--- config.mk ---
export PLATFORM = sky130hd
export DESIGN_NAME = q2r_round
export DESIGN_NICKNAME = d
export VERILOG_FILES = /design/src/design/q2r_pkg.sv /design/src/design/q2r_round.sv
export SDC_FILE = /design/constraint.sdc
export NUM_CORES = 1
export LEC_CHECK = 0
export ABC_AREA = 1
export BUFFER_PORTS_ARGS = -buffer_cell sky130_fd_sc_hd__buf_2
export CAP_MARGIN = 20
export CORE_ASPECT_RATIO = 1.1
export CORE_UTILIZATION = 60
export CTS_BUF_LIST = sky130_fd_sc_hd__clkbuf_4
export DETAILED_ROUTE_END_ITERATION = 8
export GPL_TIMING_DRIVEN = 1
export MAX_ROUTING_LAYER = met4
export PLACE_DENSITY = 0.87
export SYNTH_ARGS = -nofsm -noshare
export SYNTH_HDL_FRONTEND = slang
export SYNTH_SLANG_ARGS = --single-unit
--- constraint.sdc ---
create_clock -name clock -period 21 [get_ports clock]
set_input_delay 1.05 -clock clock [delete_from_list [all_inputs] [get_ports clock]]
set_output_delay 1.05 -clock clock [all_outputs]
set_load 0.01 [all_outputs]
--- src/design/q2r_pkg.sv ---
`timescale 1ns / 1ps
// ----------------------------------------------------------------------------
// q2r_pkg
// Shared constants for the quaternion to rotation matrix pipeline: the
// number of matrix entries and which of them lie on the diagonal.
// ----------------------------------------------------------------------------
package q2r_pkg;

   // Entries are numbered row by row: r00 r01 r02 r10 r11 r12 r20 r21 r22
   localparam int NUM_ENTRIES = 9;

   // Entry order inside every entry vector
   localparam int E00 = 0;
   localparam int E01 = 1;
   localparam int E02 = 2;
   localparam int E10 = 3;
   localparam int E11 = 4;
   localparam int E12 = 5;
   localparam int E20 = 6;
   localparam int E21 = 7;
   localparam int E22 = 8;

   // Diagonal entries are one minus a quotient, the others a signed quotient
   localparam logic [NUM_ENTRIES-1:0] DIAG_MASK = 9'b100010001;

endpackage

--- src/design/q2r_round.sv ---
`timescale 1ns / 1ps
// ----------------------------------------------------------------------------
// q2r_round
// Output register: round the quotients half away from zero, apply sign or
// form one minus for the diagonal, saturate, and substitute the identity
// for an all-zero quaternion.
// ----------------------------------------------------------------------------
module q2r_round
   import q2r_pkg::*;
#(
   parameter int CB = 16,
   parameter int FB = 14
) (
   input  logic                                 clock,
   input  logic                                 reset,
   input  logic                                 in_valid,
   output logic                                 in_stall,
   input  logic [NUM_ENTRIES-1:0][FB+2:0]       quo,
   input  logic [NUM_ENTRIES-1:0]               quo_neg,
   input  logic                                 quo_zero,
   output logic                                 out_valid,
   input  logic                                 out_stall,
   output logic [NUM_ENTRIES-1:0][CB-1:0]       entry,
   output logic                                 zero_error
);

   localparam int QW = FB + 3;
   localparam int RW = FB + 2;
   localparam int EW = ((FB + 3 > CB) ? FB + 3 : CB) + 1;

   localparam logic signed [EW-1:0] SAT_HI = {{(EW-CB+1){1'b0}}, {(CB-1){1'b1}}};
   localparam logic signed [EW-1:0] SAT_LO = {{(EW-CB+1){1'b1}}, {(CB-1){1'b0}}};
   localparam logic signed [EW-1:0] ONE    = EW'(1) << FB;

   logic                           valid_ff;
   logic [NUM_ENTRIES-1:0][CB-1:0] entry_ff, entry_in;
   logic                           zero_ff;

   // Clamp to the field range
   function automatic logic [CB-1:0] sat(input logic signed [EW-1:0] v);
      logic signed [EW-1:0] c;
      if (v > SAT_HI) begin
         c = SAT_HI;
      end else if (v < SAT_LO) begin
         c = SAT_LO;
      end else begin
         c = v;
      end
      return c[CB-1:0];
   endfunction

   assign in_stall = valid_ff && out_stall;

   always_comb begin
      logic [QW-1:0]        qp;
      logic [RW-1:0]        res;
      logic signed [EW-1:0] e;
      for (int l = 0; l < NUM_ENTRIES; l++) begin
         qp  = quo[l] + QW'(1);
         res = qp[QW-1:1];
         if (DIAG_MASK[l]) begin
            e = ONE - EW'(res);
         end else if (quo_neg[l]) begin
            e = -EW'(res);
         end else begin
            e = EW'(res);
         end
         if (quo_zero) begin
            e = DIAG_MASK[l] ? ONE : '0;
         end
         entry_in[l] = sat(e);
      end
   end

   always_ff @(posedge clock) begin
      if (reset) begin
         valid_ff <= 1'b0;
      end else if (!in_stall) begin
         valid_ff <= in_valid;
      end
   end

   always_ff @(posedge clock) begin
      if (!in_stall && in_valid) begin
         entry_ff <= entry_in;
         zero_ff  <= quo_zero;
      end
   end

   assign out_valid  = valid_ff;
   assign entry      = entry_ff;
   assign zero_error = zero_ff;

endmodule

* Yosys cells after proc, flatten, opt, wreduce, memory -nomap -nowiden
Index checks and enable logic that the tools add are counted.
** Word-level totals
- Memories :: 0
- ROM bits :: 0
- Bits in registers :: 146
- Bits in latches :: 0
- Bits of input ports :: 167
- RAM bits :: 0
- Logic and storage cells :: 74
** Cells by class
- Div/mod/pow operators :: 0
- Bitwise logic cells :: 0
- Shift-type cells :: 0
- Eq/ne operators :: 0
- Mux-type cells :: 24
- $add $sub $neg :: 18
- Magnitude comparators :: 18
- Reductions and logical operators :: 3
- Multipliers :: 0
** Operators by type and width (count)
- 2-to-1 mux 18 bit :: 15
- greater-than comparator 18 x 16 -> 1 bit (second input constant) :: 9
- less-than comparator 18 x 16 -> 1 bit (second input constant) :: 9
- adder 17 x 1 -> 17 bit (second input constant) :: 9
- 2-to-1 mux 16 bit :: 9
- negator 16 -> 18 bit :: 6
- subtractor 15 x 16 -> 17 bit (first input constant) :: 3
- logical AND 1 bit :: 2
- logical NOT 1 bit :: 1

* Logic depth before layout (Yosys ltp)
Gate-level depths: netlist (run 1).
- Depth in word-level cells :: 6
- Gate-level depth with buffers :: 18
- Mapped depth without buffers :: 17

* Least setup slack after synthesis (run 1)
No wires, ideal clock.
- Path kind :: input to register
- Start point :: input port out_stall
- End point :: register entry_ff, in the netlist entry[0], enable pin
- Stages on the path :: 3
- Setup slack :: 13125 ps
- Arrival :: 7224 ps
- Required time :: 20349 ps
- Cell sequence :: nand2_1 > inv_1 > nor2_1
** Between the ends
- Longest elaborated chain between the ends :: 3
** RTL lines
- from (decl) :: RTL line q2r_round.sv:22 : input logic out_stall,
- logical AND 1 bit :: RTL line q2r_round.sv:52 : assign in_stall = valid_ff && out_stall;
- via in_stall :: RTL line q2r_round.sv:17 : output logic in_stall,
- logical NOT 1 bit :: RTL line q2r_round.sv:84 : if (!in_stall && in_valid) begin
- logical AND 1 bit :: RTL line q2r_round.sv:84
- to (signal assigned) :: RTL line q2r_round.sv:85 : entry_ff <= entry_in;
- to (decl) :: RTL line q2r_round.sv:36 : logic [NUM_ENTRIES-1:0][CB-1:0] entry_ff, entry_in;
The timed path passes the listed nets, and every way through them passes these cells.
A chain may end at the register's enable or synchronous reset.

* Final worst setup path (run 1)
- Start point :: input port quo_zero
- End point :: register entry_ff, in the netlist entry[36], data pin
** Between the ends
- Longest elaborated chain between the ends :: 3
** RTL lines
- from (decl) :: RTL line q2r_round.sv:20 : input logic quo_zero,
- 2-to-1 mux 18 bit (*) :: RTL line q2r_round.sv:68 : if (quo_zero) begin
- less-than comparator 18 x 16 -> 1 bit :: RTL line q2r_round.sv:44 : end else if (v < SAT_LO) begin
- 2-to-1 mux 16 bit :: RTL line q2r_round.sv:44
Mark *: on every way between the ends. The rest lies on a longest branch, timed or not.

==> summary.txt, run 1 <==
Drt
  – DR iter-0 viols: approximately 800
  – Routed WL: 37.4 mm
  – Router iterations before antenna repair: 5
  – Routed vias: ~15k
  – Via density: 5.34
  – Routed len/inst: 13.1 µm
  – Drt drc: 0
  – Detail Route Antenna Nets: 0

Die
  – Row cnt: between 50 and 60
  – Die Footprint: 24200 µm²
  – Die Span X: 149 µm
  – Die height: 163 µm
  – I/O pin count: 314
  – Core area: 23000 µm²
  – Starting Density: 61.6%

Clock network
  – Clock Path Buffers: 2
  – H-tree levels: 4
  – CTS Buf Count: 17
  – CTS tree: done
  – Clk_lat worst skew: 0.60 ns
  – Cts repair resizes: 0
  – # clock sinks: 146
  – Root Buffer: clkbuf_4
  – Clock slew at reported path FFs: between 0.15 and 0.2 ns
  – Setup repair bufs after CTS: 0
  – CTS Hold Bufs: 0

Power and ir drop
  – Worst VDD drop: 0.0336 mV
  – Pleak: roughly 8.4 nW
  – PnR Total Power: 758 µW
  – Pwr/cell area: approximately 47 nW/µm²

Critical path
  – Critical path origin: quo_zero
  – WP buf/inv: 5
  – Crit-path cells: buf_2 -> buf_4 -> inv_2 -> buf_4 -> nand2_1 -> inv_2 -> nand2_2 -> nand2_1 -> nand2_1
  – Crit. End Element: flop
  – Largest stage delay, worst path: 0.65 ns
  – Crit path top cell by count: nand2_1
  – Critical path class: input port to flop
  – Reg2reg start: out_valid$_SDFFE_PP0N_
  – Crit-path max FO: 71
  – Worst EP arrival: 3.53 ns
  – WP data required: 21.33 ns
  – Worst Setup Start Kind: input port
  – Critical Path Slowest Stage Cell: buf_4
  – Largest delay share family, worst path: buffers and inverters

Global routing
  – Gr usage total: 31.5%
  – Antenna violations before repair: 14
  – Largest net degree at the start of global routing: 77
  – Global-route wire length before repair: 60.8 mm
  – Number of global-route vias before repair: 13.8k
  – Grt total ovfl: 0

Hold path
  – Worst hold path type: flop to flop
  – Hold_sp: out_valid$_SDFFE_PP0N_

Layout
  – Nets: 2714
  – Area growth syn-to-layout: 14.2%
  – Layout fillers: 2052
  – Area of the multi-input gates: 8520 µm²
  – Sequential cell area: roughly 4400 µm²
  – Fin util: roughly 70%
  – Layout cells sized above 1: 19.7%

Timing
  – WHS: 0.493 ns
  – Clk_skew: 0.0402 ns
  – Worst Tran Pin Value: 0.990 ns
  – Fmax: 313 MHz
  – Tmin final: 3.20 ns
  – Fin crit share: 15.2%
  – RSZ-0062 raised after global routing: no
  – Setup violations, final: 0
  – Worst slew margin: 34.0%
  – Final Max Tran Viols: 0
  – Count of final hold-check violations: 0
  – Final TNS setup: 0 ns

Yosys
  – Yosys warns: 0
  – Top cells by count, synth: nand2_1, nor2_1, inv_1, nand3_1, edfxtp_1
  – Post-synth top area cell: edfxtp_1
  – Post-Syn Area: 14200 µm²
  – Synth top area cells: edfxtp_1, nand2_1, nor2_1
  – Syn nets: between 2k and 2.5k
  – Synth unique cells: 47
  – Yosys top cell area share: between 30% and 40%
  – Flops & latches, synth: 146
  – Top FF cell, synth: edfxtp_1
  – Most instantiated library cell after synthesis: nand2_1
  – Share of the yosys chip area belonging to registers: 30.9%
  – FFs w/ async S/R, synth: 0%
  – Synth Instances: 2236
  – Mean Syn Cell Area: 6.34 µm²
  – Post-synth EDFFs: approximately 150

Placement
  – RePlAce Congestion: ~0.95
  – IO Port Bufs: 310
  – DPL Wire Length: 29.3 mm

Run
  – Max-cap violations: 0

Status
  – Status: completed
## layout make-up
type / instances / area share [%]
antenna: 16 / 0.247
clock buffer: 17 / 0.788
clock inverter: 15 / 0.757
inverter: 279 / 6.47
multi-input combinational: 1771 / 52.6
sequential: 146 / 27.0
tap: 300 / 2.32
timing repair buffer: 314 / 9.77
## power by group
| group | total [mW] | switching (mW) | internal, mW |
|---|---|---|---|
| Sequential | 0.358 | 0.00712 | 0.351 |
| Clock | 0.169 | 0.119 | 0.0499 |
| Combinational | 0.230 | 0.154 | 0.0769 |
## cell usage in the layout (no fill, tap or decap), drive strengths merged
cell type / Yosys / final
diode: 0 / 16
ha: 18 / 18
nor3: 42 / 42
nand2: 867 / 867
clkinvlp: 0 / 2
dfxtp: 1 / 1
xnor2: 17 / 17
o211ai: 7 / 7
nand3b: 19 / 19
and3: 3 / 3
and2: 6 / 6
xor2: 31 / 31
o21ai: 79 / 79
nand3: 200 / 200
a31oi: 2 / 2
o31ai: 1 / 1
o22ai: 1 / 1
o21bai: 4 / 4
nand4: 59 / 59
or2: 1 / 1
inv: 276 / 283
o21a: 4 / 4
clkinv: 3 / 9
nor3b: 1 / 1
nor4: 1 / 1
edfxtp: 145 / 145
nor2: 324 / 324
a22oi: 1 / 1
a21oi: 83 / 83
clkbuf: 17 / 17
buf: 23 / 314
## routing by layer
layer | up-vias | routed length, µm | track usage (%)
met5 | - | 0 | -
met4 | 0 | 1350 | 13.8
met3 | 87 | 2470 | 5.64
met2 | 516 | 18200 | 54.2
met1 | 6851 | 15300 | 35.8
li1 | 7821 | - | -
## worst paths after layout
path / end / slack, ns / depth (start not counted)
setup reg to reg: entry[127]$_SDFFCE_PN0P_ / 18.39 / 5
hold / removal: out_valid$_SDFFE_PP0N_ / 0.49 / 2
setup / recovery: entry[36]$_SDFFCE_PN1P_ / 17.80 / 9
hold reg to reg: out_valid$_SDFFE_PP0N_ / 0.49 / 2
## through the flow
step / std cells / instance area [µm²] / setup WS [ns]
2_1_floorplan: 2236 / 14200 / 13.13
3_3_place_gp: 2810 / 15900 / 17.25
3_5_place_dp: 2810 / 15900 / 17.21
4_1_cts: 2842 / 16100 / 17.84
5_1_grt: 2856 / 16200 / 17.67
6_report: 2858 / 16200 / 17.80
## state kept, by name (all words and copies together) (netlist names)
signal	cells
out_valid	1
entry	144
zero_error	1
## logic make-up (layout without fill, tap and decap cells)
group	Yosys count	in the layout	share of synthesized area [%]
AO/OA/AOI/OAI	182	182	7.12
XOR/XNOR	48	48	3.18
adder cells (fa/ha/maj)	18	18	1.59
buffers and inverters	319	625	9.10
flip-flops	146	146	30.9
other	0	16	0
AND/OR/NAND/NOR	1523	1523	48.2
## tightest hold or removal path, cell delays in order (launching register included)
cell and delay [ns]:
dfxtp_1 0.35, nand2_1 0.07, a21oi_1 0.06
Power figures use the tool's default switching activity.
==> run 2: changes to the inputs <==
--- a/config.mk
+++ b/config.mk
@@ -9,12 +9,12 @@
 export BUFFER_PORTS_ARGS = -buffer_cell sky130_fd_sc_hd__buf_2
 export CAP_MARGIN = 20
 export CORE_ASPECT_RATIO = 1.1
-export CORE_UTILIZATION = 60
+export CORE_UTILIZATION = 52
 export CTS_BUF_LIST = sky130_fd_sc_hd__clkbuf_4
 export DETAILED_ROUTE_END_ITERATION = 8
 export GPL_TIMING_DRIVEN = 1
 export MAX_ROUTING_LAYER = met4
-export PLACE_DENSITY = 0.87
+export PLACE_DENSITY = 0.8
 export SYNTH_ARGS = -nofsm -noshare
 export SYNTH_HDL_FRONTEND = slang
 export SYNTH_SLANG_ARGS = --single-unit
==> constraint.sdc (replaced) <==
create_clock -name clock -period 2.79 [get_ports clock]
set_input_delay 0.1395 -clock clock [delete_from_list [all_inputs] [get_ports clock]]
set_output_delay 0.1395 -clock clock [all_outputs]
set_load 0.01 [all_outputs]
==> summary.txt, run 2 (synthesized netlist as in run 1, its figures left out) <==
Timing
  – Clk_skew: 0.0179 ns (-0.0223 ns)
  – RSZ-0062 raised after global routing: no
  – Worst Tran Pin Value: 0.944 ns (-0.0460 ns)
  – Fin crit share: 70.1%
  – Worst slew margin: 37.0% (+3.1 points)
  – Fmax: between 500 and 600 MHz
  – Final Max Tran Viols: 0 (unchanged)
  – Final TNS setup: 0 ns (unchanged)
  – Count of final hold-check violations: 0 (unchanged)
  – Setup violations, final: 0 (unchanged)
  – Tmin final: 1.96 ns
  – WHS: 0.0991 ns (-0.393 ns)

Layout
  – Fin util: 61.0% (-9.4 points)
  – Most common cell after layout, fill and taps aside: nand2_1
  – Nets: 2718 (+0.15%)
  – Non-filler cells in the finished layout: 2923 (+2.3%)
  – Fin area: 16400 µm² (+1.2%)
  – Most frequent cells in the layout: nand2_1, buf_2, nor2_1
  – Number of flip-flops under the largest register name: 144 (unchanged)
  – Area growth syn-to-layout: 15.6%
  – Layout fillers: 2575 (+25%)
  – Layout cells sized above 1: 19.8% (+0.17 points)

Drt
  – DR iter-0 viols: 899 (+12%)
  – Detail Route Antenna Nets: 0 (unchanged)
  – Drt drc: 0 (unchanged)
  – Routed len/inst: 12.6 µm (-4.0%)
  – Routed WL: 36.7 mm (-1.8%)
  – Routed vias: 15.0k (-1.6%)
  – Via density: 5.14 (-3.8%)
  – Router iterations before antenna repair: 6 (+1)

Critical path
  – WP buf/inv: 2 (-3)
  – Largest stage delay, worst path: 0.29 ns (-0.36 ns)
  – Critical Path Slowest Stage Cell: xnor2_1
  – Worst EP arrival: 2.28 ns (-1.25 ns)
  – Crit-path max FO: 15 (-79%)
  – Critical path class: input port to flop
  – Crit. End Element: flop
  – Worst Setup Start Kind: input port
  – Crit-path cells: buf_2 -> ha_1 -> xnor2_1 -> ha_1 -> nand3_1 -> nor2_1 -> nand3_1 -> nor2_1 -> nand3b_1 -> nand2_1 -> inv_1 -> nand3_1 -> nand2_2 -> nand2_1 -> nand2_1
  – WP data required: 3.12 ns (-18.21 ns)
  – Largest delay share family, worst path: simple AND/OR/NAND/NOR gates

Die
  – Row cnt: 63 (+8.6%)
  – Die Footprint: 27900 µm² (+15%)
  – Die height: 175 µm (+7.3%)
  – Core area: 26900 µm² (+17%)
  – Starting Density: 52.7% (-8.9 points)
  – I/O pin count: 314 (unchanged)
  – Die Span X: 159 µm (+7.3%)

Hold path
  – Worst hold path type: input port to flop

Clock network
  – # clock sinks: 146 (unchanged)
  – Clock Path Buffers: 2 (unchanged)
  – CTS tree: done
  – Clk_lat worst skew: 0.58 ns (-0.02 ns)
  – Root Buffer: clkbuf_4
  – Cts repair resizes: 0 (unchanged)
  – H-tree levels: 4 (unchanged)
  – Clock slew at reported path FFs: 0.15 ns (about the same)
  – CTS Buf Count: 17 (unchanged)

Power and ir drop
  – Pleak: 8.49 nW (+0.53%)
  – Pwr/cell area: 358 nW/µm² (+660%)
  – Worst VDD drop: 0.280 mV (+730%)

Global routing
  – Global-route wire length before repair: 60.8 mm (about the same)
  – Largest net degree at the start of global routing: 146 (+90%)
  – Grt total ovfl: 0 (unchanged)
  – Gr usage total: 27.0% (-4.5 points)
  – Number of global-route vias before repair: 13.6k (-1.5%)
  – Antenna violations before repair: 19 (+5)

Placement
  – IO Port Bufs: 310 (unchanged)
  – DPL Wire Length: 29.0 mm (-0.97%)
  – RePlAce Congestion: 0.925 (-2.4%)
  – Cells after DPL: 2869 (+2.1%)
  – Placed Area: 16000 µm² (+0.73%)

Run
  – Max-cap violations: 0 (unchanged)

Status
  – Status: completed
-- run 2: cell types whose count changed in the layout (fill, tap and decap cells not counted), sizes merged --
cell / before / now
clkbuf: 17 / 18
inv: 283 / 277
clkinvlp: 2 / 3
bufinv: 0 / 3
dlygate4sd3: 0 / 2
buf: 314 / 316
diode: 16 / 21
-- run 2: cell type report --
cell class              instances  area, µm²  area share [%]
clock inverters                13        161           0.985
inverters                     279       1050            6.40
repair buffers                318       1640            10.0
flip-flops and latches        146       4380            26.7
clock buffers                  18        135           0.825
well taps                     357        447            2.73
multi-input cells            1771       8520            52.0
diodes                         21       52.6           0.321
-- run 2: routing by layer --
metal,global-route usage (%),vias to the layer above,wire length (µm)
li1,-,7841,-
met1,30.6,6664,15500
met2,46.0,445,17700
met3,5.36,79,2360
met4,12.7,0,1190
met5,-,-,0
-- run 2: worst paths after layout --
check / to / slack (ns) / startpoint / cells after the start
worst min register to register: entry[7]$_SDFFCE_PN1P_ / 0.99 / out_valid$_SDFFE_PP0N_ / 4
worst min-delay path: entry[127]$_SDFFCE_PN0P_ / 0.1 / quo_neg[7] / 3
worst max-delay path: entry[23]$_SDFFCE_PN1P_ / 0.83 / quo[17] / 15
worst max register to register: entry[1]$_SDFFCE_PN1P_ / 1.10 / out_valid$_SDFFE_PP0N_ / 4
-- run 2: worst min-delay path, cell delays in order --
cell and delay [ns]:
buf_2 0.20, nand2_2 0.14, nor2_2 0.06
-- run 2: through the flow --
stage	worst slack, ns	power [mW]
after global placement	0.365	4.42
after floorplan	-0.233	3.87
after detailed placement	0.249	4.46
after CTS	0.897	5.92
after global routing	0.598	6.23
final	0.835	5.86
-- run 2: what timing repair did --
| action | 4_1_cts | 5_1_grt |
|---|---|---|
| endpoints found under the hold margin | 1 | 0 |
| hold buffers | 2 | 0 |
| buffers inserted | 0 | 0 |
-- run 2: where the power goes --
| part | internal [mW] | switching (mW) |
|---|---|---|
| sequential | 2.64 | 0.0522 |
| clock | 0.627 | 0.815 |
| combinational | 0.587 | 1.14 |
